===== src/gcd_pkg.sv =====
// shared types, constants and the cordic angle table for the distance block
`timescale 1ns / 1ps
package gcd_pkg;

	// cordic datapath width and product width
	localparam int CW = 34;
	localparam int PW = 2 * CW;
	localparam int MAX_STEPS = 32;
	localparam int SQRT_STEPS = 31;
	localparam int QUEUE_DEPTH = 4;
	localparam int QW = 2;

	// round(2^48 / 360), degrees q16 to phase word
	localparam logic [39:0] DEG_TO_PHASE = 40'd781874935307;
	// inverse cordic gain in q30
	localparam logic signed [CW-1:0] GAIN_INV = 34'sd652032874;
	// round(3959 * 2 * pi * 2^16)
	localparam logic [30:0] DIST_SCALE = 31'd1630216561;

	// phase words of one point pair
	typedef struct packed {
		logic [31:0] lat_a;
		logic [31:0] lon_a;
		logic [31:0] lat_b;
		logic [31:0] lon_b;
	} gcd_phase_t;

	// arctangent of 2^-i as a phase word
	function automatic logic [31:0] atan_phase(input logic [4:0] i);
		logic [31:0] a;
		case (i)
			5'd0: a = 32'd536870912;
			5'd1: a = 32'd316933406;
			5'd2: a = 32'd167458907;
			5'd3: a = 32'd85004756;
			5'd4: a = 32'd42667331;
			5'd5: a = 32'd21354465;
			5'd6: a = 32'd10679838;
			5'd7: a = 32'd5340245;
			5'd8: a = 32'd2670163;
			5'd9: a = 32'd1335087;
			5'd10: a = 32'd667544;
			5'd11: a = 32'd333772;
			5'd12: a = 32'd166886;
			5'd13: a = 32'd83443;
			5'd14: a = 32'd41722;
			5'd15: a = 32'd20861;
			5'd16: a = 32'd10430;
			5'd17: a = 32'd5215;
			5'd18: a = 32'd2608;
			5'd19: a = 32'd1304;
			5'd20: a = 32'd652;
			5'd21: a = 32'd326;
			5'd22: a = 32'd163;
			5'd23: a = 32'd81;
			5'd24: a = 32'd41;
			5'd25: a = 32'd20;
			5'd26: a = 32'd10;
			5'd27: a = 32'd5;
			5'd28: a = 32'd3;
			5'd29: a = 32'd1;
			5'd30: a = 32'd1;
			default: a = 32'd0;
		endcase
		return a;
	endfunction

endpackage


===== src/gcd_in_if.sv =====
// input channel: one point pair per beat
`timescale 1ns / 1ps
interface gcd_in_if;
	logic valid;
	logic ready;
	logic signed [23:0] first_latitude;
	logic signed [24:0] first_longitude;
	logic signed [23:0] second_latitude;
	logic signed [24:0] second_longitude;

	modport source(output valid, first_latitude, first_longitude, second_latitude,
		second_longitude, input ready);
	modport sink(input valid, first_latitude, first_longitude, second_latitude,
		second_longitude, output ready);
endinterface


===== src/gcd_front.sv =====
// front end: takes point pairs and turns degrees into phase words
`timescale 1ns / 1ps
module gcd_front import gcd_pkg::*; (
	input  logic       clk,
	input  logic       arst_n,
	gcd_in_if.sink     points,
	output logic       push,
	output gcd_phase_t push_data,
	input  logic       full
);

	// partial product of a coordinate with one 20-bit half of the scale
	function automatic logic signed [45:0] mul_part(input logic signed [24:0] deg,
		input logic [19:0] k);
		return deg * $signed({1'b0, k});
	endfunction

	// recombine halves, round, keep the top word
	function automatic logic [31:0] to_phase(input logic signed [45:0] hi,
		input logic signed [45:0] lo);
		logic signed [63:0] sum;
		sum = (64'(hi) <<< 20) + 64'(lo) + 64'sd2147483648;
		return sum[63:32];
	endfunction

	logic [1:0] vld_s;
	logic en;
	logic signed [24:0] deg [4];
	logic signed [45:0] hi_s1 [4];
	logic signed [45:0] lo_s1 [4];
	logic [31:0] ph_s2 [4];

	// stage moves unless the last beat cannot go into the queue
	assign en = !vld_s[1] || !full;
	assign points.ready = en;
	assign push = vld_s[1] && !full;

	// coordinates at a common width
	always_comb begin
		deg[0] = 25'(points.first_latitude);
		deg[1] = points.first_longitude;
		deg[2] = 25'(points.second_latitude);
		deg[3] = points.second_longitude;
	end

	// valid chain
	always_ff @(posedge clk or negedge arst_n) begin
		if (!arst_n) begin
			vld_s <= '0;
		end else if (en) begin
			vld_s <= {vld_s[0], points.valid};
		end
	end

	// scale multiply in two halves, then sum
	for (genvar c = 0; c < 4; c++) begin : g_coord
		always_ff @(posedge clk) begin
			if (en) begin
				hi_s1[c] <= mul_part(deg[c], DEG_TO_PHASE[39:20]);
				lo_s1[c] <= mul_part(deg[c], DEG_TO_PHASE[19:0]);
				ph_s2[c] <= to_phase(hi_s1[c], lo_s1[c]);
			end
		end
	end

	assign push_data = '{lat_a: ph_s2[0], lon_a: ph_s2[1], lat_b: ph_s2[2], lon_b: ph_s2[3]};

endmodule


===== src/flat_wrapper.sv =====
// flat-port wrapper written by rule: the top's interface ports become plain ports
module gcd_front_flat import gcd_pkg::*;
  (clk, arst_n, push, push_data, full, points_valid, points_first_latitude, points_first_longitude, points_second_latitude, points_second_longitude, points_ready);
  gcd_in_if points_i ();
  input  logic clk;
  input  logic arst_n;
  output logic push;
  output gcd_phase_t push_data;
  input  logic full;
  input wire logic [$bits(points_i.valid)-1:0] points_valid;
  input wire logic [$bits(points_i.first_latitude)-1:0] points_first_latitude;
  input wire logic [$bits(points_i.first_longitude)-1:0] points_first_longitude;
  input wire logic [$bits(points_i.second_latitude)-1:0] points_second_latitude;
  input wire logic [$bits(points_i.second_longitude)-1:0] points_second_longitude;
  output wire logic [$bits(points_i.ready)-1:0] points_ready;
  assign points_i.valid = points_valid;
  assign points_i.first_latitude = points_first_latitude;
  assign points_i.first_longitude = points_first_longitude;
  assign points_i.second_latitude = points_second_latitude;
  assign points_i.second_longitude = points_second_longitude;
  assign points_ready = points_i.ready;
  gcd_front u_core (.clk(clk), .arst_n(arst_n), .points(points_i), .push(push), .push_data(push_data), .full(full));
endmodule

===== config.mk =====
export PLATFORM = sky130hd
export DESIGN_NAME = gcd_front_flat
export DESIGN_NICKNAME = d
export VERILOG_FILES = /design/src/gcd_pkg.sv /design/src/gcd_in_if.sv /design/src/gcd_front.sv /design/src/flat_wrapper.sv
export SDC_FILE = /design/constraint.sdc
export NUM_CORES = 2
export LEC_CHECK = 0
export BUFFER_PORTS_ARGS = -buffer_cell sky130_fd_sc_hd__buf_2
export CORE_UTILIZATION = 60
export CTS_CLUSTER_DIAMETER = 50
export DETAILED_ROUTE_END_ITERATION = 16
export PLACE_DENSITY = 0.77
export SLEW_MARGIN = 20
export SYNTH_ARGS = -nofsm -noshare
export SYNTH_HDL_FRONTEND = slang
export SYNTH_SLANG_ARGS = --single-unit

===== constraint.sdc =====
create_clock -name clk -period 14 [get_ports clk]
set_input_delay 0.7 -clock clk [delete_from_list [all_inputs] [get_ports clk]]
set_output_delay 0.7 -clock clk [all_outputs]
set_load 0.05 [all_outputs]

Word-level counts from Yosys, hierarchy flattened
Memory sizes are Yosys's and may differ from the RTL's.
Cells that the tools add are included.
{ "totals": {"ram_bits": 492, "register_bits": 2, "in_bits": 102, "out_inout_bits": 130, "memories": 3} }
{ "op_classes": {"reduce_logical": 4, "add_sub_neg": 8, "muxes": 2, "multipliers": 8} }
{ "mem_list": {"columns": ["name", "depth", "word_bits", "rd", "rd_ports_with_merged_regs", "wr", "line_no", "rtl"], "rows": [
  ["u_core.lo_s1", 4, 46, 4, 0, 4, "gcd_front.sv:30", "logic signed [45:0] lo_s1 [4];"],
  ["u_core.hi_s1", 4, 45, 4, 0, 4, "gcd_front.sv:29", "logic signed [45:0] hi_s1 [4];"],
  ["u_core.ph_s2", 4, 32, 4, 0, 4, "gcd_front.sv:31", "logic [31:0] ph_s2 [4];"]
]} }
{ "ops": {"columns": ["op", "n"], "rows": [
  ["64-bit by 33-bit adder with 64-bit output (second input constant)", 4],
  ["64-bit by 46-bit adder with 64-bit output", 4],
  ["25-bit by 20-bit multiplier with 45-bit output (second input constant)", 2],
  ["24-bit by 20-bit multiplier with 44-bit output (second input constant)", 2],
  ["25-bit by 17-bit multiplier with 42-bit output (second input constant)", 2],
  ["24-bit by 17-bit multiplier with 41-bit output (second input constant)", 2],
  ["1-bit zero test", 2],
  ["1-bit 2-to-1 mux", 2],
  ["1-bit logical AND", 1],
  ["1-bit logical OR", 1]
]} }

Longest topological paths before layout
{ "depth": {"ltp_word": 4, "mapped_depth": 26} }

Least setup slack after synthesis
OpenSTA, ideal clock, no wires.
{ "synth_timing": {"kind": "input to register", "start": "input port full", "end": "register u_core.vld_s[0]", "arrival_time_ns": 10.280, "n_path_buf": 0, "setup_slack_ns": 3.609, "stages": 2, "setup_ns": 0.111, "cell_sequence": "nand2_1 > mux2_2"} }
{ "synth_via": {"elab_chain_cells": 2} }
{ "synth_rtl": {"columns": ["item", "line_no", "rtl"], "rows": [
  ["start, declared", "flat_wrapper.sv:9", "input logic full;"],
  ["1-bit zero test", "gcd_front.sv:34", "assign en = !vld_s[1] || !full;"],
  ["1-bit logical OR", "gcd_front.sv:34", null],
  ["end signal, assigned", "gcd_front.sv:51", "vld_s <= {vld_s[0], points.valid};"],
  ["end, declared", "gcd_front.sv:26", "logic [1:0] vld_s;"]
]} }
Every way passes these cells.
A chain may end at the register's enable or synchronous reset.

==> impl_metrics.py <==
metrics = {
    "timing": {
        "fmax_mhz": 147,
        "finClkSkew_ps": 14.5,
        "finalSetupViolCount": 0,
        "relSlewSlack_pct": 34.3,
        "min_period_ps": 6810,
        "finalCritPeriodShare_pct": 48.6,
        "fin_setup_tns_ps": 0,
        "report.final.slew_viol_count": 0,
        "final_hold_viol_count": 0,
        "worstMarginPinSlew_ps": 986,
        "fin_ws_ps": 7190,
        "rsz0062_at_grt": "false",
    },
    "logic_synthesis": {
        "synthesis.nets": 8912,
        "synth_top_family_by_area": "adder cells",
        "yosys_warnings": 0,
        "synthArstFlopShare_pct": 0.521,
        "synth_top_cell_by_area": "fa_1",
        "synth_seq_cells": 384,
        "yosys-top-cells-area": "fa_1 29%, ha_1 23%, edfxtp_1 17%",
        "yosysUniqueCellTypes": 80,
        "muxShareOfSynthArea_pct": 0.0463,
        "synth-seq-area-share_pct": 17.0,
        "avgSynthCellArea_sq_um": 10.3,
        "yosysTopAreaCellShare_pct": 29.4,
        "dominantRegCellSynth": "edfxtp_1",
        "synthXorXnorAreaFrac_pct": 5.25,
        "syn_area_sq_um": 67600,
        "synthCells": 6550,
        "synth_simple_gate_area_share_pct": 4.85,
        "synthAdderAreaFrac_pct": 52.9,
        "synth_edf_count": 382,
        "synth-compound-area-share_pct": 9.98,
    },
    "critical_path": {
        "critical_path.slowest_cell": "a211oi_1",
        "critPathRequiredTime_ps": 14410,
        "crit_start": "points_first_longitude[12]",
        "cp_cell_sequence": "buf_2, ha_1, ha_1, inv_1, fa_1, inv_1, fa_1, fa_1, fa_1, inv_1, fa_1, inv_1, ha_1, a21o_1, a21o_1, a211oi_1, o21ai_0, o21ai_0, a311o_1, nand4_1, and3_1, a221o_1, a21oi_1, xnor2_1",
        "r2r_start": "u_core.lo_s1[3][27]$_DFFE_PP_",
        "r2r_cells": 13,
        "worstPathArrival_ps": 7220,
        "crit_fanout": 6,
        "rrSetupSlack_ps": 9520,
        "start_kind": "input port",
        "slowest_delay_ps": 600,
        "crit_end": "u_core.hi_s1[1][41]$_DFFE_PP_",
        "cp-end-kind": "register",
        "worst_path_most_repeated_cell": "fa_1",
        "r2r_end": "u_core.ph_s2[3][31]$_DFFE_PP_",
        "path_class": "in -> reg",
    },
    "final_layout": {
        "fin_nets": 9176,
        "syn2layout_area_growth_pct": 7.31,
        "drive_gt1_share_pct": 5.54,
        "fillers": 8896,
    },
    "detailed_routing": {
        "wl_per_cell_um": 19.9,
        "totalWireLength_um": 166000,
        "vias": 46700,
        "first_iter_violations": 2638,
        "antenna_left": 0,
        "drc": 0,
        "first_pass_iters": 5,
        "drt-vias-per-instance": 5.59,
    },
    "run_status": {
        "status": "finished clean",
    },
    "clocking": {
        "clockRootBuffer": "clkbuf_16",
        "clock-sinks": 384,
        "tritoncts": "built",
        "worstSkewPairLatency_ps": 660,
        "cts-buffers-inserted": 56,
        "htreeDepth": 2,
        "clk_pin_slew_ps": 60,
        "cts.path.max_buffers": 3,
        "post_cts_buffers": 0,
    },
    "placed_design": {
        "post-place-ws_ps": 6570,
        "io_buffers": 231,
        "dpl.hpwl_um": 145000,
        "place_congestion": 1.00,
    },
    "worst_hold_path": {
        "min_path_type": "in -> reg",
    },
    "run": {
        "max_cap_viol_count": 0,
    },
    "die": {
        "core.rowCount": 122,
        "fp.dieArea_sq_um": 114000,
        "io_pins": 232,
        "die_h_um": 338,
        "core_area_sq_um": 111000,
        "start_util_pct": 60.8,
        "fp.dieW_um": 338,
    },
    "global_route": {
        "overflow": 0,
        "antenna_found_initial": 7,
        "grt_start_max_net_pins": 98,
        "grt_first_pass_wirelength_um": 262000,
        "first_global_vias": 49500,
        "track_usage_pct": 29.9,
    },
}
## placed cells by master, fill, tap and decap left out, types with 54 or more instances in the layout
cell,instances
inv_1,1756
ha_1,1268
fa_1,992
edfxtp_1,382
a21oi_1,349
xnor2_1,259
a21o_1,241
buf_2,231
nand2_1,170
o21ai_0,160
nor2_1,156
xor2_1,146
nand3_1,68
clkbuf_16,56
nand4_1,54
## layout make-up
type / count / area [sq um] / area share [%]
repair buffers: 243 / 1260 / 1.74
clock buffers: 58 / 1410 / 1.94
diodes: 3 / 7.51 / 0.0104
well taps: 1488 / 1860 / 2.57
multi-input cells: 4373 / 49300 / 68.0
flip-flops and latches: 384 / 11500 / 15.9
inverters: 1756 / 6590 / 9.09
clock inverters: 45 / 533 / 0.735
## through the flow
stage	area, sq um	util, %	hold slack, ps	cells
final	72500	65.3	292	8350
after global routing	72500	65.3	267	8349
after CTS	72500	65.2	249	8347
after detailed placement	70600	63.5	459	8243
after global placement	70600	63.5	439	8243
after floorplan	67600	-	404	6550
## routing by layer
layer	global-route usage [%]	wire length [um]	vias to the layer above
met5	0	11	-
met2	52.2	82000	1453
met1	37.0	67000	23000
li1	-	-	21800
met3	3.65	8430	410
met4	13.9	8830	2
## state kept, by name, summed over array words and instances, names as in the netlist
name          flops
u_core.hi_s1    172
u_core.ph_s2    128
u_core.lo_s1     82
u_core.vld_s      2
## cell families after synthesis
group                    Yosys count
buffers and inverters           1793
flip-flops                       384
adder cells (fa/ha/maj)         2260
AND/OR/NAND/NOR                  662
AO/OA/AOI/OAI                   1043
multiplexers                       3
XOR/XNOR                         405
## cell usage after synthesis (5+ instances only)
| master | instances |
|---|---|
| nand4_1 | 54 |
| nor2_1 | 156 |
| nand2b_1 | 31 |
| and3_1 | 31 |
| a41oi_1 | 10 |
| a21o_1 | 241 |
| o21bai_1 | 45 |
| o31ai_1 | 11 |
| o31a_1 | 5 |
| and4_1 | 11 |
| a211oi_1 | 16 |
| a22oi_1 | 5 |
| xnor2_1 | 259 |
| or2_2 | 8 |
| a31oi_1 | 31 |
| a21boi_0 | 8 |
| nand3_1 | 68 |
| inv_1 | 1756 |
| clkbuf_1 | 37 |
| nor4_1 | 5 |
| xor2_1 | 146 |
| a211o_1 | 10 |
| a31o_2 | 9 |
| edfxtp_1 | 382 |
| and2_1 | 12 |
| o22ai_1 | 5 |
| o21ai_0 | 160 |
| o221ai_1 | 9 |
| nand2_1 | 171 |
| fa_1 | 992 |
| a221o_1 | 11 |
| a21oi_1 | 349 |
| a221oi_1 | 8 |
| o2111ai_1 | 6 |
| nor2b_1 | 46 |
| o21ai_1 | 11 |
| ha_1 | 1268 |
| o21a_1 | 30 |
| o221a_2 | 5 |
| a41o_1 | 5 |
| o211ai_1 | 12 |
| or3_1 | 8 |
| nor3_1 | 36 |
## worst min-delay path by stage
stage / startpoint / cells after the start / slack [ps] / end
final: points_valid / 2 / 290 / u_core.vld_s[0]$_DFFE_PN0P_
after global routing: points_valid / 2 / 270 / u_core.vld_s[0]$_DFFE_PN0P_
after CTS: points_valid / 2 / 250 / u_core.vld_s[0]$_DFFE_PN0P_
after detailed placement: u_core.vld_s[0]$_DFFE_PN0P_ / 1 / 460 / u_core.vld_s[1]$_DFFE_PN0P_
after global placement: u_core.vld_s[0]$_DFFE_PN0P_ / 1 / 440 / u_core.vld_s[1]$_DFFE_PN0P_
after floorplan: arst_n / 0 / 400 / u_core.vld_s[0]$_DFFE_PN0P_
## critical path, delay by kind of cell
family | cells | cell delay, ps
fa+ha+maj | 8 | 3630
simple gates | 2 | 390
xor+xnor | 1 | 80
compound gates | 8 | 2000
buf+inv | 5 | 400
## what timing repair did
item | 4_1_cts | 5_1_grt
hold buffers | 1 | 0
gates resized for setup | 0 | 0
endpoints found under the hold margin | 2 | 0
Power is left out: the tool's default activity adds up to more than one toggle a clock period on the data nets, which glitch-free logic cannot reach.
