===== src/gcd_pkg.sv =====
// shared types, constants and the cordic angle table for the distance block
`timescale 1ns / 1ps
package gcd_pkg;

	// cordic datapath width and product width
	localparam int CW = 34;
	localparam int PW = 2 * CW;
	localparam int MAX_STEPS = 32;
	localparam int SQRT_STEPS = 31;
	localparam int QUEUE_DEPTH = 4;
	localparam int QW = 2;

	// round(2^48 / 360), degrees q16 to phase word
	localparam logic [39:0] DEG_TO_PHASE = 40'd781874935307;
	// inverse cordic gain in q30
	localparam logic signed [CW-1:0] GAIN_INV = 34'sd652032874;
	// round(3959 * 2 * pi * 2^16)
	localparam logic [30:0] DIST_SCALE = 31'd1630216561;

	// phase words of one point pair
	typedef struct packed {
		logic [31:0] lat_a;
		logic [31:0] lon_a;
		logic [31:0] lat_b;
		logic [31:0] lon_b;
	} gcd_phase_t;

	// arctangent of 2^-i as a phase word
	function automatic logic [31:0] atan_phase(input logic [4:0] i);
		logic [31:0] a;
		case (i)
			5'd0: a = 32'd536870912;
			5'd1: a = 32'd316933406;
			5'd2: a = 32'd167458907;
			5'd3: a = 32'd85004756;
			5'd4: a = 32'd42667331;
			5'd5: a = 32'd21354465;
			5'd6: a = 32'd10679838;
			5'd7: a = 32'd5340245;
			5'd8: a = 32'd2670163;
			5'd9: a = 32'd1335087;
			5'd10: a = 32'd667544;
			5'd11: a = 32'd333772;
			5'd12: a = 32'd166886;
			5'd13: a = 32'd83443;
			5'd14: a = 32'd41722;
			5'd15: a = 32'd20861;
			5'd16: a = 32'd10430;
			5'd17: a = 32'd5215;
			5'd18: a = 32'd2608;
			5'd19: a = 32'd1304;
			5'd20: a = 32'd652;
			5'd21: a = 32'd326;
			5'd22: a = 32'd163;
			5'd23: a = 32'd81;
			5'd24: a = 32'd41;
			5'd25: a = 32'd20;
			5'd26: a = 32'd10;
			5'd27: a = 32'd5;
			5'd28: a = 32'd3;
			5'd29: a = 32'd1;
			5'd30: a = 32'd1;
			default: a = 32'd0;
		endcase
		return a;
	endfunction

endpackage


===== src/gcd_fifo.sv =====
// short queue between front and back end
`timescale 1ns / 1ps
module gcd_fifo import gcd_pkg::*; (
	input  logic       clk,
	input  logic       arst_n,
	input  logic       push,
	input  gcd_phase_t push_data,
	output logic       full,
	input  logic       pop,
	output gcd_phase_t pop_data,
	output logic       empty
);

	logic [QW-1:0] wr_q;
	logic [QW-1:0] rd_q;
	logic [QW:0] cnt_q;
	gcd_phase_t mem_q [QUEUE_DEPTH];

	assign full = cnt_q == (QW+1)'(QUEUE_DEPTH);
	assign empty = cnt_q == '0;
	assign pop_data = mem_q[rd_q];

	// pointers and fill count
	always_ff @(posedge clk or negedge arst_n) begin
		if (!arst_n) begin
			wr_q <= '0;
			rd_q <= '0;
			cnt_q <= '0;
		end else begin
			if (push) wr_q <= wr_q + 1'b1;
			if (pop) rd_q <= rd_q + 1'b1;
			if (push && !pop) cnt_q <= cnt_q + 1'b1;
			else if (pop && !push) cnt_q <= cnt_q - 1'b1;
		end
	end

	// entry storage
	always_ff @(posedge clk) begin
		if (push) mem_q[wr_q] <= push_data;
	end

endmodule


===== config.mk =====
export PLATFORM = sky130hd
export DESIGN_NAME = gcd_fifo
export DESIGN_NICKNAME = d
export VERILOG_FILES = /design/src/gcd_pkg.sv /design/src/gcd_fifo.sv
export SDC_FILE = /design/constraint.sdc
export NUM_CORES = 1
export LEC_CHECK = 0
export BUFFER_PORTS_ARGS = -buffer_cell sky130_fd_sc_hd__buf_2
export CORE_ASPECT_RATIO = 1.5
export CORE_MARGIN = 4
export CORE_UTILIZATION = 51
export DETAILED_ROUTE_END_ITERATION = 6
export PLACE_DENSITY = 0.85
export SLEW_MARGIN = 10
export SYNTH_ARGS = -nofsm -noshare
export SYNTH_HDL_FRONTEND = slang
export SYNTH_SLANG_ARGS = --single-unit

===== constraint.sdc =====
create_clock -name clk -period 3.9 [get_ports clk]
set_input_delay 0.585 -clock clk [delete_from_list [all_inputs] [get_ports clk]]
set_output_delay 0.585 -clock clk [all_outputs]
set_load 0.05 [all_outputs]

# After elaboration in Yosys (flattened, before gate mapping)
# Memory sizes are Yosys's and may differ from the RTL's.
# Cells that the tools add are included.
# totals
out_inout_bits	130
mem_count	1
regBits	7
ramBits	512
word_cells	19
# memory_table
memory	words	word_bits	read_ports	rd_ports_with_merged_regs	write_ports	line_no	text
mem_q	4	128	1	0	1	gcd_fifo.sv:17	gcd_phase_t mem_q [QUEUE_DEPTH];
# op_classes
n_reduce_logical	6
n_mux	4
eq_ne	1
add_sub_neg	4
# ops
op	count
two-way mux 3 bit	2
adder 2 x 1 -> 2 bit (second input constant)	2
adder 3 x 1 -> 3 bit (second input constant)	1
== test 3 bit (second input constant)	1
zero test 3 bit	1
subtractor 3 x 1 -> 3 bit (second input constant)	1
logical AND 1 bit	2
zero test 1 bit	2
two-way mux 1 bit	2
nonzero test 2 bit	1

# Longest topological paths before layout
# Gate-level depths: netlist of the first run.
# logic_depth
ltp_word	4
depth_mapped	7
mapped_depth_nobuf	7

# Least setup slack after synthesis of the first run
# OpenSTA, ideal clock, no wires.
# synth_path
path_type	register -> register
from	register wr_q[0]
to	memory mem_q[2][0] (netlist bit), enable pin
setup_slack_ps	-155
synth_period_minus_slack_ps	4055
t_arrival_ps	3553
path_buffers	0
required_ps	3398
stages_incl_launch_ff	4
path_cell_list	dfrtp_1 inv_1 ha_1 and2_1
# synth_lines
element	line_no	text
from (decl)	gcd_fifo.sv:14	logic [QW-1:0] wr_q;
from (signal assigned)	gcd_fifo.sv:30	if (push) wr_q <= wr_q + 1'b1;
to (decl)	gcd_fifo.sv:17	
# No word-level cell before the write port.

==> impl_results.md, run 1 <==
* Yosys warnings at 0
* GPL Wtd Cong at 0.747
* Root Driver: clkbuf_16
* Total track usage at 0.190
* Clock-pin slew on the worst setup and hold paths at 0.07 ns
* Share of layout cells above drive strength 1 at 0.466
* Post-layout util at 0.609
* Final setup TNS at 0 ns
* Skew final at 0.0171 ns
* Req. time, crit path at 3.31 ns
* DRC Markers at 0
* Total Power at 19.7 mW
* Sequential element share of the synthesized area at 0.824
* WL met1 at around 13 mm
* Hold Crit Class: in2reg
* Drt wl/cell at 24.5 um
* FF+latch count, synth at approximately 520
* TritonCTS Sinks at approximately 520
* Startpoint class of the critical path: register
* Largest net degree at the start of global routing at 105
* Routed vias at 8522
* Post-synthesis area per instance at 26.8 um2
* First-pass GRT wire length at roughly 57 mm
* Final worst slack at 0.775 ns
* Via density at about 5.6
* Period utilization at 0.801
* Min Tclk post-route at 3.13 ns
* Met3 Wirelength at 2.39 mm
* Slew HR at 0.522
* PortBufs at between 200 and 300
* Rows at 86
* Mapped Nets at 841
* DRT iter0 DRCs at 627
* Count of different cell masters after synthesis at 20
* Dpl ws at 1.29 ns
* GRT Residual Overflow at 0
* Die Y at 244 um
* DP Wirelength at 22.7 mm
* Commonest non-fill, non-tap cell in the layout: edfxtp_1
* P_leak at 7.60 nW
* Worst EP arrival at 2.54 ns
* Status: complete, no violations
* Area delta synth->final at 18.5%
* WS Path Type: reg2out
* Met2 WL at 20.6 mm
* Highest Signal Layer: met5
* Final hold violation count at 0
* Initial core utilization at 0.514
* CTS resizes at 0
* Core box area at 36700 um2
* Worst-Skew Late Latency at ~0.55 ns
* RSZ-0062 raised after global routing: false
* MaxCap Viol Count at 0
* Fmax at around 0.32 GHz
* Die ar. at between 40000 and 50000 um2
* Clk buf depth at 3
* I/O pin count at 262
* IR Drop Worst-Case VDD at 0.000599 V
* Fill count at 2484
* Initial antenna violation count at 15
* Minimum hold slack at roughly 0.24 ns
* Mapped Area at between 15000 and 20000 um2
* Crit Path Max Fanout at 39
* H-tree depth at 2
* Total Routed Length at between 30 and 40 mm
* Antenna-violating nets left at 0
* CTS tree: built
* Setup crit end kind: output pin
* Least-Margin Pin Slew at slightly above 0.7 ns
* CTS buffer count at 46
* Die width at 165 um
* Max-slew violations at 0
* Cell count after synthesis at approximately 700
* PD cells at 880 nW/um2
* Vias in the first global route at roughly 9200
* Most frequent cells in the layout: edfxtp_1, buf_2, mux4_2, clkbuf_16, clkinv_1
* Count of final setup violators at 0
* Nets at between 1000 and 1500
* Detailed Routing Iterations Pass 1 at 5
## synthesized netlist by cell type
| library cell | number | area share |
|---|---|---|
| buf_4 | 1 | 0.00040 |
| ha_1 | 5 | 0.0033 |
| and2_1 | 4 | 0.0013 |
| o21ai_0 | 1 | 0.00027 |
| mux4_2 | 128 | 0.15 |
| nor2_1 | 1 | 0.00020 |
| fa_1 | 1 | 0.0011 |
| nor3_1 | 1 | 0.00027 |
| xnor2_1 | 2 | 0.00093 |
| mux2_2 | 1 | 0.00060 |
| clkbuf_1 | 2 | 0.00040 |
| xor2_1 | 4 | 0.0019 |
| inv_1 | 4 | 0.00080 |
| buf_8 | 1 | 0.00080 |
| dfrtp_1 | 7 | 0.0093 |
| nand2_1 | 2 | 0.00040 |
| buf_6 | 10 | 0.0060 |
| edfxtp_1 | 512 | 0.81 |
| nor3b_1 | 1 | 0.00040 |
| buf_2 | 15 | 0.0040 |
## worst paths after layout
path | start | end | slack [ns] | cells past startpoint
worst min register to register | cnt_q[2] | cnt_q[2] | 0.49 | 1
worst max register to register | wr_q[0] | mem_q[2][96] | 1.75 | 4
worst min-delay path | push_data[66] | mem_q[2][66] | 0.24 | 1
max in group asynchronous | arst_n | rd_q[0] | 3.27 | 2
worst max-delay path | rd_q[0] | pop_data[106] | 0.77 | 3
min in group asynchronous | arst_n | wr_q[0] | 0.44 | 2
## where the power goes
part / leakage (nW) / total [mW] / internal, mW / switching [mW]
Sequential: 4.78 / 7.72 / 7.29 / 0.426
Combinational: 2.08 / 7.47 / 2.21 / 5.26
Clock: 0.736 / 4.49 / 2.55 / 1.94
Total: 7.60 / 19.7 / 12.1 / 7.62
## repair_timing
action / 4_1_cts / 5_1_grt
hold endpoints to repair: 7 / 0
hold buffers: 1 / 0
setup buffers: 0 / 0
setup endpoints to repair: 0 / 0
## layout make-up
cell class / instances / area, um2 / area share
Tap cell: 484 / 606 / 0.0271
Multi-Input combinational cell: 151 / 3090 / 0.138
Clock buffer: 50 / 1190 / 0.0531
Antenna cell: 14 / 35.0 / 0.00157
Timing Repair Buffer: 278 / 1540 / 0.0687
Clock inverter: 34 / 330 / 0.0148
Sequential cell: 519 / 15600 / 0.696
Inverter: 4 / 15.0 / 0.000671
## metal layers
metal  vias up  global-route usage
li1       3657                   -
met1      4424               0.228
met2       340               0.321
met3        97              0.0416
met4         4              0.0960
met5         -                   0
## sequential cells by signal, indices dropped and copies added (netlist names)
register	flops
wr_q	2
cnt_q	3
rd_q	2
mem_q	512
## critical path, cell delays in order (launching register included)
cell	delay [ns]
dfrtp_4	0.73
buf_12	0.34
mux4_2	0.61
buf_2	0.25
## through the flow
step / std cells / cell area, um2
after CTS: 1520 / 22300
after global placement: 1435 / 20800
final: 1534 / 22400
after floorplan: 703 / 18900
after detailed placement: 1435 / 20800
after global routing: 1534 / 22400
## cells by family (layout without fill, tap and decap cells)
kind of cell | after synthesis | in the layout | synth area share
buf+inv | 33 | 366 | 0.0123
compound gates | 1 | 1 | 0.000265
fa+ha+maj | 6 | 6 | 0.00438
flops | 519 | 519 | 0.824
other cells | 0 | 14 | 0
simple gates | 9 | 9 | 0.00259
mux | 129 | 129 | 0.153
xor+xnor | 6 | 6 | 0.00279
No activity file was read; power rests on OpenSTA's default activity.
==> inputs of run 2 (changes only) <==
CORE_UTILIZATION = 55   (was 51)
PLACE_DENSITY = 0.87   (was 0.85)
clock period = 3.14 ns   (was 3.9 ns; I/O delays follow)
==> run 2 against run 1 <==
Compared with the run above:
- clock skew decreased by 0.0043 ns
- core utilization up 4.7 points
- sequential power increased by 23%
- combinational power is 25% higher
- setup slack lost 0.58 ns
- critical path depth did not move
- flip-flop and latch count unchanged
- sequential share of layout area grew 0.81 points
- via count down 1.0%
- clock-buffer cell count is 3 higher
- die area decreased by 7.0%
- hold slack worse by 0.10 ns
- critical path type unchanged
- highest routed layer unchanged
==> impl_results.md, run 2 (synthesis results as in run 1) <==
* Status: complete, no violations
* DP Wirelength at 22.6 mm
* Core box area at about 34000 um2
* Drt wl/cell at around 25 um
* Biggest regs: mem_q (512), cnt_q (3)
* Fmax at around 0.34 GHz
* Rows at 82
* Max-slew violations at 0
* Req. time, crit path at 2.67 ns
* Antenna-violating nets left at 0
* CP max stage delay at 0.65 ns
* GPL Wtd Cong at 0.756
* Crit Path Max Fanout at 47
* Fill count at 2137
* Count of final setup violators at 0
* Nets at around 1100
* Setup crit end kind: output pin
* Most frequent cells in the layout: edfxtp_1, buf_2, mux4_2, clkbuf_16
* Sequential power share at 0.397
* Die ar. at roughly 37000 um2
* Root Driver: clkbuf_16
* Vias in the first global route at 8987
* Total Routed Length at 36.2 mm
* Logic gate share of total power at 0.392
* Initial core utilization at 0.561
* TritonCTS Sinks at 519
* Least-Margin Pin Slew at 0.831 ns
* Net Sw Frac at 0.387
* Hold Crit Class: in2reg
* Largest register by flop count: mem_q
* PortBufs at 261
* DRT iter0 DRCs at between 500 and 600
* Share of layout cells above drive strength 1 at 0.457
* Switching power at 9.23 mW
* RSZ-0062 raised after global routing: false
* Cell internal pwr at 14.6 mW
* Crit path cell chain: buf_12, mux4_2, buf_2
* Storage cell area at ~16000 um2
* Routed vias at 8437
* Slowest-stage cell, CP: dfrtp_4
* Detailed Routing Iterations Pass 1 at 4
* Initial antenna violation count at 6
* Final worst slack at between 0.15 and 0.2 ns
* DRC Markers at 0
* CTS tree: built
* Clock-pin slew on the worst setup and hold paths at around 0.07 ns
* P_leak at roughly 7.5 nW
* Min Tclk post-route at 2.94 ns
* Startpoint class of the critical path: register
* Total track usage at 0.196
* Die Y at around 230 um
* I/O pin count at 262
* Via density at 5.80
* Final hold violation count at 0
* Total Power at ~24 mW
* Skew final at 0.0128 ns
* H-tree depth at 2
* Die width at 159 um
* Commonest non-fill, non-tap cell in the layout: edfxtp_1
* PD cells at 1080 nW/um2
* Post-route cell area at 22100 um2
* Largest net degree at the start of global routing at 74
* Worst-Skew Late Latency at 0.54 ns
* Dpl ws at slightly above 0.7 ns
* Setup bufs post-CTS at 0
* Max FFs per register at 512
* Multi-input gate area at 3090 um2
* Clock power frac at 0.210
* IR Drop Worst-Case VDD at 0.000801 V
* WS Path Type: reg2out
* Post-place instance area at 20800 um2
* MaxCap Viol Count at 0
* Period utilization at 0.938
* First-pass GRT wire length at ~56 mm
* Area delta synth->final at 17.2%
* Worst EP arrival at 2.47 ns
* Slew HR at 0.446
* GRT Residual Overflow at 0
* Final setup TNS at 0 ns
* CTS buffer count at 45
* Clk buf depth at 3
-- run 2: cell types whose count changed in the layout (fill, tap and decap cells not counted), moves of 3 or more --
cell       before  now
bufinv_16       5    2
inv_6           3    0
buf_4           8    5
diode_2        14    5
buf_12          8   11
clkbuf_1        3    8
-- run 2: final timing paths --
| kind | slack (ns) | end | depth (start not counted) | start |
|---|---|---|---|---|
| worst min register to register | 0.51 | cnt_q[2] | 1 | cnt_q[2] |
| worst max-delay path | 0.20 | pop_data[71] | 3 | rd_q[0] |
| worst max register to register | 1.20 | mem_q[1][40] | 4 | wr_q[1] |
| max in group asynchronous | 2.66 | rd_q[1] | 2 | arst_n |
| worst min-delay path | 0.14 | mem_q[1][62] | 1 | push_data[62] |
| min in group asynchronous | 0.29 | cnt_q[1] | 2 | arst_n |
-- run 2: area by class of cell --
cell class / instances / share of cell area
repair buffers: 278 / 0.0712
flip-flops and latches: 519 / 0.704
clock buffers: 53 / 0.0523
clock inverters: 24 / 0.00764
inverters: 4 / 0.000679
diodes: 5 / 0.000566
multi-input cells: 151 / 0.140
well taps: 420 / 0.0238
-- run 2: stage by stage --
stage	cells	utilization	hold WS, ns
finish	1454	0.657	0.140
global route	1452	0.657	0.118
CTS	1449	0.656	0.105
detailed placement	1371	0.617	0.317
global placement	1371	0.617	0.314
floorplan	703	-	0.175
-- run 2: timing repair --
| action | in CTS | in global routing |
|---|---|---|
| endpoints found under the hold margin | 7 | 0 |
| hold buffers | 1 | 0 |
| gates resized for setup | 0 | 0 |
-- run 2: worst max-delay path, delay by kind of cell (launching register included) --
family / cells / cell delay [ns]
flip-flops: 1 / 0.65
multiplexers: 1 / 0.62
buffers and inverters: 2 / 0.61
-- run 2: layer usage --
| layer | global-route usage | vias up | wire (um) |
|---|---|---|---|
| li1 | - | 3629 | - |
| met1 | 0.241 | 4428 | 12800 |
| met2 | 0.346 | 297 | 20200 |
| met4 | 0.0716 | 4 | 1240 |
| met3 | 0.0417 | 79 | 2020 |
| met5 | 0 | - | 21 |
-- run 2: power by group through the flow --
| stage | combinational [mW] | clock, mW | sequential [mW] |
|---|---|---|---|
| floorplan | 7.46 | 0 | 9.44 |
| global placement | 9.41 | 0 | 9.51 |
| detailed placement | 9.47 | 0 | 9.63 |
| CTS | 9.51 | 5.16 | 9.49 |
| global route | 9.77 | 5.45 | 9.58 |
| finish | 9.35 | 5.02 | 9.47 |
